### src/sv/sem_pkg.sv
// ----------------------------------------------------------------------------
// sem_pkg
// Shared types and constants of the RGB Sobel edge magnitude block.
// ----------------------------------------------------------------------------
package sem_pkg;

   // frame geometry limits
   localparam int MAX_WIDTH  = 1024;
   localparam int MAX_HEIGHT = 1024;

   // field widths fixed by the interface
   localparam int DIM_W   = 11;
   localparam int CHAN_W  = 8;
   localparam int PIX_W   = 3 * CHAN_W;
   localparam int INDEX_W = 2;

   // counter widths
   localparam int COL_W  = $clog2(MAX_WIDTH);
   localparam int OROW_W = $clog2(MAX_HEIGHT);
   localparam int ROW_W  = $clog2(MAX_HEIGHT + 2);
   localparam int LIM_W  = ($clog2(MAX_WIDTH + 1) > $clog2(MAX_HEIGHT + 1)) ?
                           $clog2(MAX_WIDTH + 1) : $clog2(MAX_HEIGHT + 1);
   localparam int CMP_W  = (LIM_W > DIM_W) ? LIM_W + 1 : DIM_W + 1;

   // arithmetic widths
   localparam int ABS_W  = 10;          // |gx|, |gy| <= 1020
   localparam int SQ_W   = 2 * ABS_W + 1;
   localparam int BIT_W  = $clog2(CHAN_W);

   // reset values of the registers
   localparam logic [DIM_W-1:0] WIDTH_RESET  = DIM_W'(640);
   localparam logic [DIM_W-1:0] HEIGHT_RESET = DIM_W'(480);

   // register indexes
   localparam logic [INDEX_W-1:0] REG_IMAGE_WIDTH  = INDEX_W'(0);
   localparam logic [INDEX_W-1:0] REG_IMAGE_HEIGHT = INDEX_W'(1);

   typedef enum logic [2:0] {
      S_IDLE,
      S_READ,
      S_GRAD,
      S_SQUARE,
      S_ROOT,
      S_DONE
   } state_type;

   typedef struct packed {
      logic accept;
      logic update;
      logic grad;
      logic square;
      logic root;
      logic load;
   } cmd_type;

   typedef struct packed {
      logic skip;
      logic emit;
      logic root_last;
      logic out_busy;
   } status_type;

endpackage

### src/sv/sem_ctrl.sv
// ----------------------------------------------------------------------------
// sem_ctrl
// Sequencer: steps one beat through line read, gradient, square, root, load.
// ----------------------------------------------------------------------------
module sem_ctrl
   import sem_pkg::*;
(
   input  logic       clock,
   input  logic       reset,
   input  logic       req_valid,
   output logic       req_ready,
   input  status_type status,
   output cmd_type    cmd,
   output state_type  state
);
   state_type state_ff;
   state_type state_in;

   // next state
   always_comb begin
      state_in = state_ff;
      unique case (state_ff)
         S_IDLE:   if (req_valid) state_in = S_READ;
         S_READ: begin
            if (status.skip || !status.emit) state_in = S_IDLE;
            else                             state_in = S_GRAD;
         end
         S_GRAD:   state_in = S_SQUARE;
         S_SQUARE: state_in = S_ROOT;
         S_ROOT:   if (status.root_last) state_in = S_DONE;
         S_DONE:   if (!status.out_busy) state_in = S_IDLE;
         default:  state_in = S_IDLE;
      endcase
   end

   // commands
   always_comb begin
      cmd       = '0;
      req_ready = 1'b0;
      unique case (state_ff)
         S_IDLE: begin
            req_ready  = 1'b1;
            cmd.accept = req_valid;
         end
         S_READ:   cmd.update = !status.skip;
         S_GRAD:   cmd.grad   = 1'b1;
         S_SQUARE: cmd.square = 1'b1;
         S_ROOT:   cmd.root   = 1'b1;
         S_DONE:   cmd.load   = !status.out_busy;
         default:  cmd        = '0;
      endcase
   end

   always_ff @(posedge clock) begin
      if (reset) begin
         state_ff <= S_IDLE;
      end else begin
         state_ff <= state_in;
      end
   end

   assign state = state_ff;
endmodule

### config.mk
export PLATFORM = sky130hd
export DESIGN_NAME = sem_ctrl
export DESIGN_NICKNAME = d
export VERILOG_FILES = /design/src/sv/sem_pkg.sv /design/src/sv/sem_ctrl.sv
export SDC_FILE = /design/constraint.sdc
export NUM_CORES = 1
export LEC_CHECK = 0
export BUFFER_PORTS_ARGS = -buffer_cell sky130_fd_sc_hd__buf_2
export CAP_MARGIN = 20
export CORE_AREA = 2 2 39 41
export CTS_CLUSTER_SIZE = 16
export DETAILED_ROUTE_END_ITERATION = 10
export DIE_AREA = 0 0 41 43
export PLACE_DENSITY = 0.39
export SETUP_SLACK_MARGIN = 0.05
export SYNTH_ARGS = -nofsm -noshare
export SYNTH_HDL_FRONTEND = slang
export SYNTH_SLANG_ARGS = --single-unit
### constraint.sdc
create_clock -name clock -period 1.6 [get_ports clock]
set_clock_uncertainty 0.2 [all_clocks]
set_input_delay 0.08 -clock clock [delete_from_list [all_inputs] [get_ports clock]]
set_output_delay 0.08 -clock clock [all_outputs]
set_load 0.005 [all_outputs]
### Word level (Yosys, flattened, before mapping)

Index checks and enable logic that the tools add are counted.

* register bits after elaboration: 3
* memories kept: 0
* input bits: 7
* RAM bits: 0
* word-level logic and storage cells: 27
* latch bits: 0
* output and inout port bits: 10
* memory bits (read-only): 0

* multipliers: 0
* reductions and logical operators: 6
* order comparisons: 0
* add/sub/neg operators: 0
* div/mod/pow operators: 0
* multiplexer cells: 12
* equality and inequality tests: 8
* shift-type cells: 0
* bitwise operators: 0

Operator list (number)
* 3-bit one-hot mux with 6 select lines: 1
* 3-bit 2-to-1 mux: 3
* 1-bit 2-to-1 mux: 7
* 3-bit by 2-bit == test with 1-bit output (second input constant): 2
* 3-bit == test (second input constant): 2
* 2-bit inequality test (second input constant): 3
* 3-bit by 1-bit == test with 1-bit output (second input constant): 1
* 1-bit logical NOT: 3
* 3-bit logical NOT: 1
* 3-bit AND reduction: 1
* 2-bit 2-to-1 mux: 1
* 1-bit logical OR: 1

### Logic depth before layout (Yosys ltp)

* word-level depth: 4
* gate-level depth with buffers: 4
* mapped depth without buffers: 3

### Worst setup path before layout

No wires, ideal clock.

* kind: register -> register
* from: register state_ff[2] (netlist: state[2])
* to: register state_ff[2] (netlist: state[2])
* arrival: 847 ps
* clock period less this slack: 1162 ps
* setup slack: 438 ps
* stages on the path, launching flop included: 4
* buffers on the path: 0
* required time: 1285 ps
* setup time: 115 ps
* path through: dfxtp_1 -> and3b_2 -> a31oi_1 -> nor2_1

* word-level cells in the longest chain between the ends: 3
* elaborated cells on any way between the ends: 11
* those cells by class: eq/ne: 8; mux: 1; reduce/logical: 2

RTL lines
* from (decl): RTL line sem_ctrl.sv:16 `state_type state_ff;`
* from (signal assigned): RTL line sem_ctrl.sv:58 `state_ff <= state_in;`
* 3-bit == test or 3-bit logical NOT (tied branches): RTL line sem_ctrl.sv:22 `unique case (state_ff)`
* 2-bit inequality test (no line)
* 3-bit AND reduction (no line)

Parallel ways exist; a longest one is shown, timed or not.
A chain may end at the register's enable or synchronous reset.

==> flow_summary_export.csv <==
group,metric,value,unit
critical_path,startpoint_type,"register",
global_routing,grt_max_degree,11,
synth,syn_nets,31,
sta,max_slew_margin,80.7,%
global_routing,gr-total-overflow,0,
floorplanning,core_area,1380,sq um
critical_path,worst_ep_required_time,1.32,ns
final_layout,nets,52,
job,drv_cap,0,
power_and_ir_drop,power_leakage,0.158,nW
synth,synth-simple-area-share,43.3,%
synth,synth_compound_area_share,11.3,%
sta,setup_viol,0,
synth,ys_types,14,
clock_network,clk_pin_slew,0.04,ns
sta,worst_slew_pin_slew,0.288,ns
synth,postSynthCellCount,24,
detailed_routing,totalWireLength,620,um
power_and_ir_drop,intPower,0.194,mW
detailed_routing,vias_per_cell,4.10,
clock_network,cts_setup_buffers,0,
synth,yosys-top-cells-area,"dfxtp_1 (32%), nor2_1 (10%), nor3_1 (8.0%), and4bb_2 (6.7%), nand2b_1 (6.7%)",
global_routing,track_usage,8.23,%
placement,gp_congestion,0.624,
synth,synth_top_cell_by_area,"dfxtp_1",
critical_path,cpMaxStageDelayCell,"dfxtp_2",
synth,muxShareOfSynthArea,5.33,%
placement,hpwl,456,um
power_and_ir_drop,p_sw_share,24.8,%
power_and_ir_drop,power_frac_seq,33.0,%
detailed_routing,vias,246,
synth,yosys.area.top_type_share,32.0,%
global_routing,grt_pass1_wl,938,um
clock_network,cts_tree,"built",
clock_network,htreeDepth,1,
critical_path,arrival,1.14,ns
sta,fin_setup_tns,0,ns
synth,ys_warn_count,0,
sta,rsz0062_at_grt,"no",
critical_path,setup.worst_path.class,"reg -> out",
floorplanning,die_w,41,um
final_layout,multi_input_area,113,sq um
final_layout,drive_gt1_share,50.0,%
final_layout,antennaDiodeCount,0,
power_and_ir_drop,ir_drop,0.207,mV
sta,fin_crit_sh,88.5,%
power_and_ir_drop,power.density,812,nW/um^2
sta,slew_viol_final,0,
final_layout,synthToLayoutAreaGrowth,69.3,%
floorplanning,die_height,43,um
floorplanning,num_io_pins,17,
critical_path,path_buf_inv,2,
power_and_ir_drop,comb_power_share,14.3,%
critical_path,worstPathMaxFanout,10,
synth,synth-xor-area-share,0,%
detailed_routing,drt.antenna.violating_nets,0,
detailed_routing,wl_per_cell,10.3,um
clock_network,clk-insertion-delay-late,0.24,ns
detailed_routing,route.detailed.drc,0,
clock_network,cts_max_path_buffers,2,
placement,dp_cells,55,
floorplanning,rows,14,
critical_path,endpoint_kind,"primary output",
synth,synth_area,188,sq um
status,status,"finished, final reports clean",
critical_path,cp_slowest_stage_delay,0.42,ns
critical_path,path_cells,"inv_1, nor4_1, buf_2",
global_routing,antenna_found_initial,0,
placement,portBuffers,16,
power_and_ir_drop,clock_power_share,52.8,%
global_routing,grt_pass1_vias,230,
critical_path,crit_family,"flip-flops",
clock_network,ctsRootBufferMaster,"clkbuf_4",
clock_network,cts_buffers,3,
sta,fmax,706,MHz
floorplanning,die_area,1760,sq um
final_layout,seqCellArea,61.3,sq um
detailed_routing,drt_iter0_drc,3,
synth,ys_seq_elements,3,
floorplanning,start_util,13.6,%
final_layout,nFillCells,154,
power_and_ir_drop,power.switching,0.0641,mW
sta,hold_viol,0,
final_layout,fin_cells,60,
synth,yosysSeqAreaShare,32.0,%
hold_path,hp-class,"in -> reg",
sta,fin_crit,1.42,ns
final_layout,largest_reg_flops,3,
synth,synth.avg_cell_area,7.82,sq um
detailed_routing,dr.pass1.iters,2,
clock_network,numClockSinks,3,
synth,synth_top_family_by_area,"simple AND/OR/NAND/NOR gates",
synth,yosys.area_share.adder,0,%
## tightest hold or removal path, cell delays in order
cell and delay [ns]:
buf_2 0.10, nor2_1 0.08, o32a_1 0.14, nor2_1 0.03
## cell usage in the layout (no fill, tap or decap), drive strengths merged, types with 2 or more instances in the layout
cell    instances
clkbuf          4
nor2            5
inv             2
buf            16
nand2b          2
dfxtp           3
nor3            3
## layout make-up
cell class / count / area share, %
multi-input combinational: 18 / 35.4
timing repair buffer: 17 / 28.3
sequential: 3 / 19.3
tap: 16 / 6.30
inverter: 2 / 2.36
clock buffer: 4 / 8.27
## synth_stat cells (all sizes together)
library cell,count
a31oi,1
and4bb,1
dfxtp,3
nor4,1
a21oi,1
mux2i,1
o32a,1
and3b,1
buf,1
and2,1
nor3,3
inv,2
nor2,5
nand2b,2
## layer usage
layer / vias to the layer above / global-route usage (%) / wire [um]
met5: - / 0 / 0
met4: 0 / 6.00 / 0
met3: 0 / 3.14 / 73
met2: 17 / 11.9 / 253
met1: 105 / 9.32 / 293
li1: 124 / - / -
## cells by family (layout without fill, tap and decap cells)
family          count (synthesis)  after routing
buf+inv                         3             23
flops                           3              3
mux                             1              1
simple gates                   14             14
compound gates                  3              3
## stage by stage
stage | worst slack (ns) | power [mW] | hold WS [ns] | utilization, % | instance area (sq um)
after floorplan | 0.438 | 0.103 | -0.0478 | - | 188
after global placement | 0.335 | 0.122 | 0.0846 | 20.3 | 280
after detailed placement | 0.338 | 0.121 | 0.0927 | 20.3 | 280
after CTS | 0.0598 | 0.268 | 0.0369 | 22.9 | 317
after global routing | 0.0547 | 0.279 | 0.0487 | 23.0 | 318
final | 0.183 | 0.258 | 0.0361 | 23.0 | 318
## final timing paths
kind | startpoint | end | slack, ns | cells after the start
max reg2reg | state[2] | state[2] | 0.37 | 3
max | state[0] | cmd[4] | 0.18 | 3
min | req_valid | state[0] | 0.04 | 4
min reg2reg | state[2] | state[1] | 0.41 | 1
## power by group through the flow
stage	Clock (mW)	Combinational [mW]	Sequential, mW
5_1_grt	0.151	0.0423	0.0860
6_report	0.136	0.0368	0.0851
3_5_place_dp	0	0.0352	0.0857
3_3_place_gp	0	0.0355	0.0860
4_1_cts	0.146	0.0372	0.0845
2_1_floorplan	0	0.0208	0.0818
## what timing repair did
action,4_1_cts,5_1_grt
hold buffers,1,0
gates resized for setup,0,1
hold endpoints to repair,3,0
endpoints found under the setup margin,0,1
(Power assumes the default switching activity.)
